--- src/hdl/thc_pkg.sv ---
`timescale 1ns / 1ps
// ----------------------------------------------------------------------------
// thc_pkg
// Shared types and constants of the twelve-hour clock: the command word
// passed from the front end to the back end and the digit formats.
// ----------------------------------------------------------------------------
package thc_pkg;

    // Work for the back end. It is decoded from one input beat.
    typedef struct packed {
        logic tick;
        logic minute_up;
        logic minute_down;
        logic hour_up;
        logic hour_down;
    } thc_cmd_t;

    // A value from 0 to 59 held as two BCD digits.
    typedef struct packed {
        logic [2:0] tens;
        logic [3:0] units;
    } bcd60_t;

    localparam logic [3:0] DIGIT_MAX  = 4'd9;
    localparam logic [2:0] TENS_MAX   = 3'd5;
    localparam logic [3:0] HOUR_FIRST = 4'd1;
    localparam logic [3:0] HOUR_MAX   = 4'd12;
    localparam logic [3:0] DEC_BASE   = 4'd10;

    localparam int unsigned QUEUE_DEPTH = 2;
    localparam int unsigned QUEUE_AW    = $clog2(QUEUE_DEPTH);

endpackage

--- src/hdl/twelve_hour_clock_with_set_buttons.sv ---
`timescale 1ns / 1ps
// ----------------------------------------------------------------------------
// twelve_hour_clock_with_set_buttons
// Twelve-hour BCD clock with four active-low set buttons.
// ----------------------------------------------------------------------------
// Path: an input beat is written into the command queue; the back end takes
// it from the queue head into the output register.
// Throughput: one beat per cycle unless out_ready stalls, set by the counter
// update in the back end; a two-entry queue separates input and output stalls.
// Reset: time is 12:00:00, all buttons are taken as released, and no
// result is pending.
module twelve_hour_clock_with_set_buttons (
    input  logic       clk,
    input  logic       rst_n,
    input  logic       in_valid,
    output logic       in_ready,
    input  logic       tick_second,
    input  logic       minute_up_level,
    input  logic       minute_down_level,
    input  logic       hour_up_level,
    input  logic       hour_down_level,
    output logic       out_valid,
    input  logic       out_ready,
    output logic       hour_tens,
    output logic [3:0] hour_units,
    output logic [2:0] minute_tens,
    output logic [3:0] minute_units,
    output logic [2:0] second_tens,
    output logic [3:0] second_units
);
    import thc_pkg::*;

    logic      push, pop, queue_full, queue_not_empty;
    thc_cmd_t  push_cmd, head_cmd;

    thc_front u_front (
        .clk               (clk),
        .rst_n             (rst_n),
        .in_valid          (in_valid),
        .in_ready          (in_ready),
        .tick_second       (tick_second),
        .minute_up_level   (minute_up_level),
        .minute_down_level (minute_down_level),
        .hour_up_level     (hour_up_level),
        .hour_down_level   (hour_down_level),
        .queue_full        (queue_full),
        .push              (push),
        .push_cmd          (push_cmd)
    );

    thc_queue u_queue (
        .clk       (clk),
        .rst_n     (rst_n),
        .push      (push),
        .push_cmd  (push_cmd),
        .pop       (pop),
        .full      (queue_full),
        .not_empty (queue_not_empty),
        .head_cmd  (head_cmd)
    );

    thc_back u_back (
        .clk          (clk),
        .rst_n        (rst_n),
        .cmd_valid    (queue_not_empty),
        .cmd          (head_cmd),
        .pop          (pop),
        .out_valid    (out_valid),
        .out_ready    (out_ready),
        .hour_tens    (hour_tens),
        .hour_units   (hour_units),
        .minute_tens  (minute_tens),
        .minute_units (minute_units),
        .second_tens  (second_tens),
        .second_units (second_units)
    );

endmodule

--- src/hdl/thc_front.sv ---
`timescale 1ns / 1ps
// ----------------------------------------------------------------------------
// thc_front
// Input side: accepts beats and detects falling edges on the four set
// buttons. It passes one command per beat to the queue.
// ----------------------------------------------------------------------------
module thc_front (
    input  logic              clk,
    input  logic              rst_n,
    input  logic              in_valid,
    output logic              in_ready,
    input  logic              tick_second,
    input  logic              minute_up_level,
    input  logic              minute_down_level,
    input  logic              hour_up_level,
    input  logic              hour_down_level,
    input  logic              queue_full,
    output logic              push,
    output thc_pkg::thc_cmd_t push_cmd
);
    import thc_pkg::*;

    logic prev_mu_reg, prev_md_reg, prev_hu_reg, prev_hd_reg;

    assign in_ready = !queue_full;
    assign push     = in_valid && in_ready;

    // A press counts only when the level was released on the previous beat.
    assign push_cmd.tick        = tick_second;
    assign push_cmd.minute_up   = prev_mu_reg && !minute_up_level;
    assign push_cmd.minute_down = prev_md_reg && !minute_down_level;
    assign push_cmd.hour_up     = prev_hu_reg && !hour_up_level;
    assign push_cmd.hour_down   = prev_hd_reg && !hour_down_level;

    always_ff @(posedge clk or negedge rst_n)
    begin
        if (!rst_n)
        begin
            prev_mu_reg <= 1'b1;
            prev_md_reg <= 1'b1;
            prev_hu_reg <= 1'b1;
            prev_hd_reg <= 1'b1;
        end
        else if (push)
        begin
            prev_mu_reg <= minute_up_level;
            prev_md_reg <= minute_down_level;
            prev_hu_reg <= hour_up_level;
            prev_hd_reg <= hour_down_level;
        end
    end

endmodule

--- src/hdl/thc_queue.sv ---
`timescale 1ns / 1ps
// ----------------------------------------------------------------------------
// thc_queue
// Two-entry command queue that decouples the front end from the back end.
// ----------------------------------------------------------------------------
module thc_queue (
    input  logic              clk,
    input  logic              rst_n,
    input  logic              push,
    input  thc_pkg::thc_cmd_t push_cmd,
    input  logic              pop,
    output logic              full,
    output logic              not_empty,
    output thc_pkg::thc_cmd_t head_cmd
);
    import thc_pkg::*;

    localparam int unsigned CW = $clog2(QUEUE_DEPTH + 1);

    thc_cmd_t             entry_reg [QUEUE_DEPTH];
    logic [QUEUE_AW-1:0]  wr_ptr_reg, wr_ptr_next;
    logic [QUEUE_AW-1:0]  rd_ptr_reg, rd_ptr_next;
    logic [CW-1:0]        count_reg, count_next;

    assign full      = (count_reg == CW'(QUEUE_DEPTH));
    assign not_empty = (count_reg != '0);
    assign head_cmd  = entry_reg[rd_ptr_reg];

    always_comb
    begin
        wr_ptr_next = wr_ptr_reg;
        rd_ptr_next = rd_ptr_reg;
        count_next  = count_reg;
        if (push)
        begin
            wr_ptr_next = (wr_ptr_reg == QUEUE_AW'(QUEUE_DEPTH - 1)) ? '0
                        : wr_ptr_reg + QUEUE_AW'(1);
        end
        if (pop)
        begin
            rd_ptr_next = (rd_ptr_reg == QUEUE_AW'(QUEUE_DEPTH - 1)) ? '0
                        : rd_ptr_reg + QUEUE_AW'(1);
        end
        if (push && !pop)
        begin
            count_next = count_reg + CW'(1);
        end
        else if (pop && !push)
        begin
            count_next = count_reg - CW'(1);
        end
    end

    always_ff @(posedge clk or negedge rst_n)
    begin
        if (!rst_n)
        begin
            wr_ptr_reg <= '0;
            rd_ptr_reg <= '0;
            count_reg  <= '0;
        end
        else
        begin
            wr_ptr_reg <= wr_ptr_next;
            rd_ptr_reg <= rd_ptr_next;
            count_reg  <= count_next;
        end
    end

    always_ff @(posedge clk)
    begin
        if (push)
        begin
            entry_reg[wr_ptr_reg] <= push_cmd;
        end
    end

endmodule

--- src/hdl/thc_back.sv ---
`timescale 1ns / 1ps
// ----------------------------------------------------------------------------
// thc_back
// Time keeping: applies one command per cycle, unless out_ready stalls, to the
// BCD time counters and holds the resulting digits in the output register.
// ----------------------------------------------------------------------------
module thc_back (
    input  logic              clk,
    input  logic              rst_n,
    input  logic              cmd_valid,
    input  thc_pkg::thc_cmd_t cmd,
    output logic              pop,
    output logic              out_valid,
    input  logic              out_ready,
    output logic              hour_tens,
    output logic [3:0]        hour_units,
    output logic [2:0]        minute_tens,
    output logic [3:0]        minute_units,
    output logic [2:0]        second_tens,
    output logic [3:0]        second_units
);
    import thc_pkg::*;

    function automatic logic is_last(input bcd60_t v);
        return (v.tens == TENS_MAX) && (v.units == DIGIT_MAX);
    endfunction

    function automatic bcd60_t bcd60_inc(input bcd60_t v);
        bcd60_t r;
        r = v;
        if (v.units == DIGIT_MAX)
        begin
            r.units = '0;
            r.tens  = (v.tens == TENS_MAX) ? '0 : v.tens + 3'd1;
        end
        else
        begin
            r.units = v.units + 4'd1;
        end
        return r;
    endfunction

    function automatic bcd60_t bcd60_dec(input bcd60_t v);
        bcd60_t r;
        r = v;
        if (v.units == '0)
        begin
            r.units = DIGIT_MAX;
            r.tens  = (v.tens == '0) ? TENS_MAX : v.tens - 3'd1;
        end
        else
        begin
            r.units = v.units - 4'd1;
        end
        return r;
    endfunction

    function automatic logic [3:0] hour_inc(input logic [3:0] h);
        return (h >= HOUR_MAX) ? HOUR_FIRST : h + 4'd1;
    endfunction

    function automatic logic [3:0] hour_dec(input logic [3:0] h);
        return (h <= HOUR_FIRST || h > HOUR_MAX) ? HOUR_MAX : h - 4'd1;
    endfunction

    bcd60_t     sec_reg, sec_next;
    bcd60_t     min_reg, min_next;
    logic [3:0] hour_reg, hour_next;
    logic       out_valid_reg, out_valid_next;
    logic       hour_tens_reg;
    logic [3:0] hour_units_reg;
    bcd60_t     min_out_reg;
    bcd60_t     sec_out_reg;
    logic       hour_ge_ten;

    // A new command is taken whenever the output register is free or drains.
    assign pop = cmd_valid && (!out_valid_reg || out_ready);

    always_comb
    begin
        sec_next  = sec_reg;
        min_next  = min_reg;
        hour_next = hour_reg;
        if (cmd.tick)
        begin
            if (is_last(sec_reg))
            begin
                if (is_last(min_reg))
                begin
                    hour_next = hour_inc(hour_reg);
                end
                min_next = bcd60_inc(min_reg);
            end
            sec_next = bcd60_inc(sec_reg);
        end
        if (cmd.minute_up)
        begin
            min_next = bcd60_inc(min_next);
        end
        if (cmd.minute_down)
        begin
            min_next = bcd60_dec(min_next);
        end
        if (cmd.hour_up)
        begin
            hour_next = hour_inc(hour_next);
        end
        if (cmd.hour_down)
        begin
            hour_next = hour_dec(hour_next);
        end
        if (cmd.minute_up || cmd.minute_down || cmd.hour_up || cmd.hour_down)
        begin
            sec_next = '0;
        end
        hour_ge_ten    = (hour_next >= DEC_BASE);
        out_valid_next = pop || (out_valid_reg && !out_ready);
    end

    always_ff @(posedge clk or negedge rst_n)
    begin
        if (!rst_n)
        begin
            sec_reg       <= '0;
            min_reg       <= '0;
            hour_reg      <= HOUR_MAX;
            out_valid_reg <= 1'b0;
        end
        else
        begin
            out_valid_reg <= out_valid_next;
            if (pop)
            begin
                sec_reg  <= sec_next;
                min_reg  <= min_next;
                hour_reg <= hour_next;
            end
        end
    end

    always_ff @(posedge clk)
    begin
        if (pop)
        begin
            hour_tens_reg  <= hour_ge_ten;
            hour_units_reg <= hour_ge_ten ? hour_next - DEC_BASE : hour_next;
            min_out_reg    <= min_next;
            sec_out_reg    <= sec_next;
        end
    end

    assign out_valid    = out_valid_reg;
    assign hour_tens    = hour_tens_reg;
    assign hour_units   = hour_units_reg;
    assign minute_tens  = min_out_reg.tens;
    assign minute_units = min_out_reg.units;
    assign second_tens  = sec_out_reg.tens;
    assign second_units = sec_out_reg.units;

endmodule

--- config.mk ---
export PLATFORM = sky130hd
export DESIGN_NAME = twelve_hour_clock_with_set_buttons
export DESIGN_NICKNAME = d
export VERILOG_FILES = /design/src/hdl/thc_pkg.sv /design/src/hdl/twelve_hour_clock_with_set_buttons.sv /design/src/hdl/thc_front.sv /design/src/hdl/thc_queue.sv /design/src/hdl/thc_back.sv
export SDC_FILE = /design/constraint.sdc
export NUM_CORES = 1
export LEC_CHECK = 0
export ABC_AREA = 1
export BUFFER_PORTS_ARGS = -buffer_cell sky130_fd_sc_hd__buf_2
export CAP_MARGIN = 20
export CELL_PAD_IN_SITES_DETAIL_PLACEMENT = 1
export CELL_PAD_IN_SITES_GLOBAL_PLACEMENT = 1
export CORE_ASPECT_RATIO = 1.1
export CORE_MARGIN = 2
export CORE_UTILIZATION = 35
export DETAILED_ROUTE_END_ITERATION = 12
export GPL_TIMING_DRIVEN = 0
export PLACE_DENSITY = 0.61
export SYNTH_ARGS = -nofsm -noshare
export SYNTH_HDL_FRONTEND = slang
export SYNTH_SLANG_ARGS = --single-unit
--- constraint.sdc ---
create_clock -name clk -period 4.99 [get_ports clk]
set_clock_uncertainty 0.2 [all_clocks]
set_input_delay 0.499 -clock clk [delete_from_list [all_inputs] [get_ports clk]]
set_output_delay 0.499 -clock clk [all_outputs]
set_load 0.1 [all_outputs]
==> flow_summary_export.csv, run 1 <==
group,metric,value,unit
run_status,status,"finished clean",
sta,tns,0,ns
drt,wirelength,6960,um
sta,fin_crit,3.81,ns
yosys,synth_top_area_frac,0.270,
sta,slew_headroom,0.410,
die,die_w,95.6,um
clocking,cts_buffers,5,
worst_setup_path,startpoint_type,"flop",
global_route,grt_pass1_wl,12100,um
clocking,post-cts-setup-buffer-count,0,
clocking,tritoncts,"done",
yosys,synth_cell_types,37,
sta,fin_crit_sh,0.764,
sta,maxSlewViolCount,0,
die,rows,36,
clocking,clkLatencyLatePin,0.32,ns
hold_path,min_path_type,"in2async",
cells_and_area,utilization,0.405,
worst_setup_path,r2r_slack,1.18,ns
sta,tightest_slew,0.875,ns
clocking,holdBufCountCts,0,
yosys,synth_edf_count,29,
yosys,syn-num-nets,412,
yosys,synth_commonest_cells,"nand2_1 (111), inv_1 (54), nor2_1 (30)",
global_route,grt-ovfl-total,0,
clocking,cts_buffer_depth,2,
yosys,async_reset_ff_frac,0.482,
yosys,ys_seq_elements,56,
cells_and_area,largest_reg_flops,10,
worst_setup_path,end_kind,"flop",
drt,drc,0,
drt,dr.pass1.iters,4,
worst_setup_path,required,4.88,ns
yosys,netlist_instances,396,
yosys,synth-seq-area-share,0.481,
die,die_y,105,um
worst_setup_path,crit_arrival,3.70,ns
sta,hold_viol_final,0,
drt,viasPerCell,4.71,
placed_design,gp_congestion,0.730,
yosys,synth_area_leaders,"edfxtp_1 (27%), dfrtp_1 (16%), nand2_1 (13%)",
worst_setup_path,r2r_start,"u_back.sec_reg[5]$_DFFE_PN0P_",
global_route,antenna_found_initial,0,
drt,ant_nets,0,
worst_setup_path,cp_slowest_cell,"dfrtp_1",
placed_design,port-buffer-count,29,
worst_setup_path,crit_end,"u_back.hour_units[2]$_DFFE_PP_",
global_route,grt_use_total,0.153,
cells_and_area,drive_above_1_share,0.208,
sta,setup_violations,0,
clocking,cts_max_level,2,
clocking,path_clk_slew,0.11,ns
worst_setup_path,critPathKind,"reg2reg",
sta,rsz0062_at_grt,"false",
global_route,grt_pass1_vias,2637,
job,maxCapViolCount,0,
cells_and_area,num-nets-final,448,
sta,fmax,262,MHz
yosys,synth_warnings,0,
worst_setup_path,cp_cell_sequence,"inv_2, nand2_1, nor2_1, nand3_4, nor2_4, nand2_1, nand2_1, inv_1, ha_1, inv_1, nor2_1, nand2_1, nand2_1, inv_1, ha_1, or2_2, nand3_1, nand2_1, nand2_2, nand2_1, ha_1, inv_1, nand3_1, nand2_1",
placed_design,hpwl,5400,um
worst_setup_path,startpoint,"u_back.sec_reg[5]$_DFFE_PN0P_",
drt,drtIter0Drc,50,
yosys,synthFlopType,"edfxtp_1",
worst_setup_path,worst-path-max-fanout,8,
yosys,avgSynthCellArea,8.16,sq um
cells_and_area,area_delta_synth_final,11.7,%
worst_setup_path,cp_common_cell,"nand2_1",
die,ios,30,
clocking,cts_num_sinks,56,
worst_setup_path,r2r_cells,24,
die,initial_core_util,0.362,
clocking,cts_resized,0,
yosys,syn_area,3230,sq um
yosys,synth_area_leader_cell,"edfxtp_1",
cells_and_area,n_antenna_cell,0,
cells_and_area,fillers,1123,
yosys,synth.most_common_cell,"nand2_1",
worst_setup_path,slowest_delay,0.41,ns
drt,wl_per_cell,12.7,um
worst_setup_path,r2r-end,"u_back.hour_units[2]$_DFFE_PP_",
clocking,clockRootBuffer,"clkbuf_8",
global_route,grt_max_degree,29,
die,dieArea,10000,sq um
die,core_area,8920,sq um
drt,vias,2577,
sta,holdWs,0.00431,ns
-- critical path: cells and delay by family, from the launching register on --
family | cells | cell delay [ns]
simple gates | 16 | 1.93
fa+ha+maj | 3 | 0.78
flops | 1 | 0.41
buf+inv | 5 | 0.25
-- metal layers --
metal | global-route usage | vias to the layer above | wire (um)
met1 | 0.198 | 1210 | 3350
li1 | - | 1336 | -
met2 | 0.255 | 23 | 3340
met5 | 0 | - | 0
met4 | 0.0520 | 0 | 108
met3 | 0.0238 | 8 | 157
-- logic make-up after synthesis --
logic type,after synthesis,share of synthesized area
buf+inv,71,0.0829
compound gates,57,0.101
xor+xnor,6,0.0163
fa+ha+maj,7,0.0271
simple gates,199,0.292
flops,56,0.481
-- cells in the final DEF (no fill, tap or decap), types with 3 or more instances in the layout --
master	synthesis	layout
dfrtp_1	21	21
buf_2	1	30
clkbuf_8	0	5
nand2_1	111	111
clkinv_1	3	3
edfxtp_1	29	29
or2_2	3	3
ha_1	7	7
nor2_2	7	7
inv_1	54	54
o21ai_1	13	13
inv_2	11	11
nand3_1	20	20
nand3_2	4	4
nor2_1	30	30
nand2_2	7	7
dfstp_2	6	6
xor2_1	5	5
nand4_1	3	3
a21oi_1	10	10
o21ai_0	26	26
nor2_4	4	4
-- how the worst min path moves through the flow --
stage / from / endpoint / slack, ns / cells after the start
after global routing: rst_n / u_queue.wr_ptr_reg$_DFFE_PN0P_ / 0.04 / 1
final: rst_n / u_queue.wr_ptr_reg$_DFFE_PN0P_ / 0.004 / 1
after CTS: rst_n / u_queue.wr_ptr_reg$_DFFE_PN0P_ / 0.01 / 1
after detailed placement: u_queue.count_reg[0]$_DFFE_PN0P_ / u_queue.count_reg[0]$_DFFE_PN0P_ / 0.29 / 1
after floorplan: rst_n / u_back.hour_reg[0]$_DFFE_PN0P_ / 0.003 / 0
after global placement: u_queue.count_reg[0]$_DFFE_PN0P_ / u_queue.count_reg[0]$_DFFE_PN0P_ / 0.28 / 1
-- layout make-up --
type                            instances  area [sq um]  area share
Clock buffer                            5          68.8      0.0191
Sequential cell                        56          1550       0.431
Tap cell                              114           143      0.0395
Multi-Input combinational cell        269          1410       0.390
Timing Repair Buffer                   29           145      0.0402
Inverter                               68           255      0.0707
Clock inverter                          3          21.3     0.00589
Buffer                                  3          12.5     0.00347
-- metrics by stage --
stage	instance area (sq um)	std cells	setup slack (ns)
floorplan	3230	396	1.60
global placement	3520	539	1.20
detailed placement	3520	539	1.14
CTS	3610	547	1.12
global route	3610	547	0.815
finish	3610	547	1.18
Power of run 1 is left out: the tool's default activity adds up to more than one toggle a clock period on the data nets, which glitch-free logic cannot reach.
==> run 2: changes to the inputs <==
- ABC_AREA: 1 -> 0
- PLACE_DENSITY: 0.61 -> 0.58
- clock period: 4.99 -> 3.8 ns (I/O delays scaled with it)
==> run 2 against run 1 <==
Effect of this change: fmax grew 2.6%; register-to-register slack lost 1.1 ns; wire length grew 22%; setup slack lost 1.1 ns; design area grew 17%; via count grew 5.9%; first-iteration DRC count grew 70%; synthesized area grew 3.8%; final cell count shrank 6.0%; global-route usage grew 0.61 points; sequential share of layout area shrank 6.1 points; count of clock-buffer cells in the layout is the same.
==> flow_summary_export.csv, run 2 <==
group,metric,value,unit
placed_design,hpwl,5570,um
yosys,synthMuxAreaShare,0.0794,
drt,drc,0,
global_route,antenna_found_initial,0,
global_route,grt_pass1_vias,2637,
yosys,synth.most_common_cell,"nand2_1",
sta,tns,0,ns
yosys,synth_warnings,0,
die,ios,30,
placed_design,place_ws,-0.540,ns
drt,drtIter0Drc,85,
cells_and_area,fillers,1065,
sta,fmax,269,MHz
yosys,synthFlopType,"edfxtp_1",
clocking,cts_max_level,2,
global_route,grt_pass1_wl,13400,um
cells_and_area,area_delta_synth_final,25.9,%
die,die_y,107,um
worst_setup_path,worst-path-max-fanout,5,
yosys,synth_area_leader_cell,"edfxtp_1",
yosys,synth_top_area_frac,0.260,
die,rows,37,
cells_and_area,n_antenna_cell,0,
yosys,synth-seq-area-share,0.463,
yosys,synth_commonest_cells,"nand2_1 (43), edfxtp_1 (29), nor2_1 (24)",
drt,dr.pass1.iters,4,
yosys,synthXorXnorAreaFrac,0.0313,
worst_setup_path,r2r_slack,0.08,ns
worst_setup_path,crit_arrival,3.60,ns
yosys,synth_edf_count,29,
drt,viasPerCell,5.31,
clocking,clkLatencyLatePin,0.32,ns
worst_setup_path,critPathKind,"reg2reg",
yosys,synthSimpleGateAreaFrac,0.222,
sta,fin_crit,3.72,ns
cells_and_area,largest_reg_flops,10,
worst_setup_path,end_kind,"flop",
cells_and_area,num-nets-final,412,
yosys,avgSynthCellArea,10.2,sq um
clocking,clockRootBuffer,"clkbuf_8",
yosys,netlist_instances,329,
yosys,synth_cell_types,65,
cells_and_area,drive_above_1_share,0.370,
sta,holdWs,0.0470,ns
worst_setup_path,required,3.68,ns
cells_and_area,final_common_cell,"nand2_1",
sta,hold_viol_final,0,
worst_setup_path,startpoint_type,"flop",
cells_and_area,stdcell_count,514,
clocking,tritoncts,"done",
drt,vias,2729,
sta,fin_crit_sh,0.978,
global_route,grt_use_total,0.159,
yosys,synth_top_family_by_area,"simple AND/OR/NAND/NOR gates",
clocking,cts_buffer_depth,2,
drt,wirelength,8480,um
sta,slew_headroom,0.436,
placed_design,post-place-cells,475,
drt,wl_per_cell,16.5,um
die,core_area,9350,sq um
cells_and_area,layout_common_cells,"nand2_1 (43), buf_4 (32), buf_2 (30), edfxtp_1 (29), nor2_1 (24)",
die,dieArea,10400,sq um
global_route,grt_max_degree,29,
yosys,syn_area,3350,sq um
die,initial_core_util,0.359,
sta,maxSlewViolCount,0,
yosys,synth_compound_area_frac,0.137,
hold_path,min_path_type,"in2reg",
sta,tightest_slew,0.822,ns
run_status,status,"finished clean",
clocking,path_clk_slew,0.12,ns
job,maxCapViolCount,0,
yosys,async_reset_ff_frac,0.482,
clocking,cts_buffers,5,
yosys,syn-num-nets,345,
global_route,grt-ovfl-total,0,
sta,worst_slack,0.0824,ns
placed_design,gp_congestion,0.818,
yosys,synth_area_leaders,"edfxtp_1 (26%), dfrtp_1 (16%), nand2_1 (4.8%)",
placed_design,port-buffer-count,29,
die,die_w,97.3,um
sta,setup_violations,0,
yosys,synthAdderAreaFrac,0.0291,
clocking,cts_num_sinks,56,
drt,ant_nets,0,
yosys,ys_seq_elements,56,
## run 2: critical path: stages, from the launching register on
cell and delay, ns:
dfrtp_2 0.45, nor3b_4 0.33, nand3_4 0.15, nor3_4 0.20, or2_4 0.16, inv_2 0.05
ha_4 0.15, or4_4 0.52, a32oi_4 0.23, nor2_4 0.06, and3_4 0.20, o32ai_4 0.32
inv_2 0.09, ha_4 0.28, o22ai_1 0.07
## run 2: final cells by class
class,instances,area (sq um),share of cell area
Buffer,11,62.6,0.0148
Clock buffer,5,68.8,0.0163
Clock inverter,3,27.5,0.00652
Inverter,13,48.8,0.0116
Multi-Input combinational cell,247,1900,0.450
Sequential cell,56,1560,0.370
Tap cell,117,146,0.0347
Timing Repair Buffer,62,408,0.0966
## run 2: path summary, 6_finish.rpt
path                                                     start                                end  depth (start not counted)
worst max-delay path             u_back.min_reg[1]$_DFFE_PN0P_     u_back.hour_units[2]$_DFFE_PP_                         14
worst min-delay path                               tick_second  u_queue.entry_reg[1][4]$_DFFE_PP_                          1
worst max register to register   u_back.min_reg[1]$_DFFE_PN0P_     u_back.hour_units[2]$_DFFE_PP_                         14
worst min register to register  u_queue.wr_ptr_reg$_DFFE_PN0P_     u_queue.wr_ptr_reg$_DFFE_PN0P_                          1
max in group asynchronous                                rst_n      u_back.sec_reg[3]$_DFFE_PN0P_                          2
min in group asynchronous                                rst_n      u_back.min_reg[2]$_DFFE_PN0P_                          2
## run 2: what timing repair did
action / 4_1_cts / 5_1_grt
setup endpoints to repair: 6 / 6
setup buffers: 18 / 14
pin swaps: 11 / 17
hold endpoints to repair: 21 / 0
hold buffers: 1 / 0
resized for setup: 31 / 19
## run 2: metal layers
| layer | up-vias | wire length [um] | track usage | part of all wire |
|---|---|---|---|---|
| met1 | 1345 | 3940 | 0.213 | 0.46 |
| li1 | 1341 | - | - | - |
| met5 | - | 0 | 0 | 0 |
| met4 | 0 | 75 | 0.0397 | 0.0088 |
| met2 | 38 | 4230 | 0.273 | 0.50 |
| met3 | 5 | 239 | 0.0222 | 0.028 |
## run 2: per-stage QoR
step	util	instance area [sq um]
after floorplan	-	3370
after detailed placement	0.391	3660
after CTS	0.434	4060
after global routing	0.452	4220
after global placement	0.391	3660
final	0.452	4220
## run 2: kinds of logic (layout without fill, tap and decap cells)
group | Yosys count | after routing
fa+ha+maj | 8 | 8
compound gates | 64 | 64
flops | 56 | 56
buf+inv | 26 | 94
mux | 24 | 24
xor+xnor | 12 | 12
simple gates | 139 | 139
Power of run 2 is left out for the same reason.
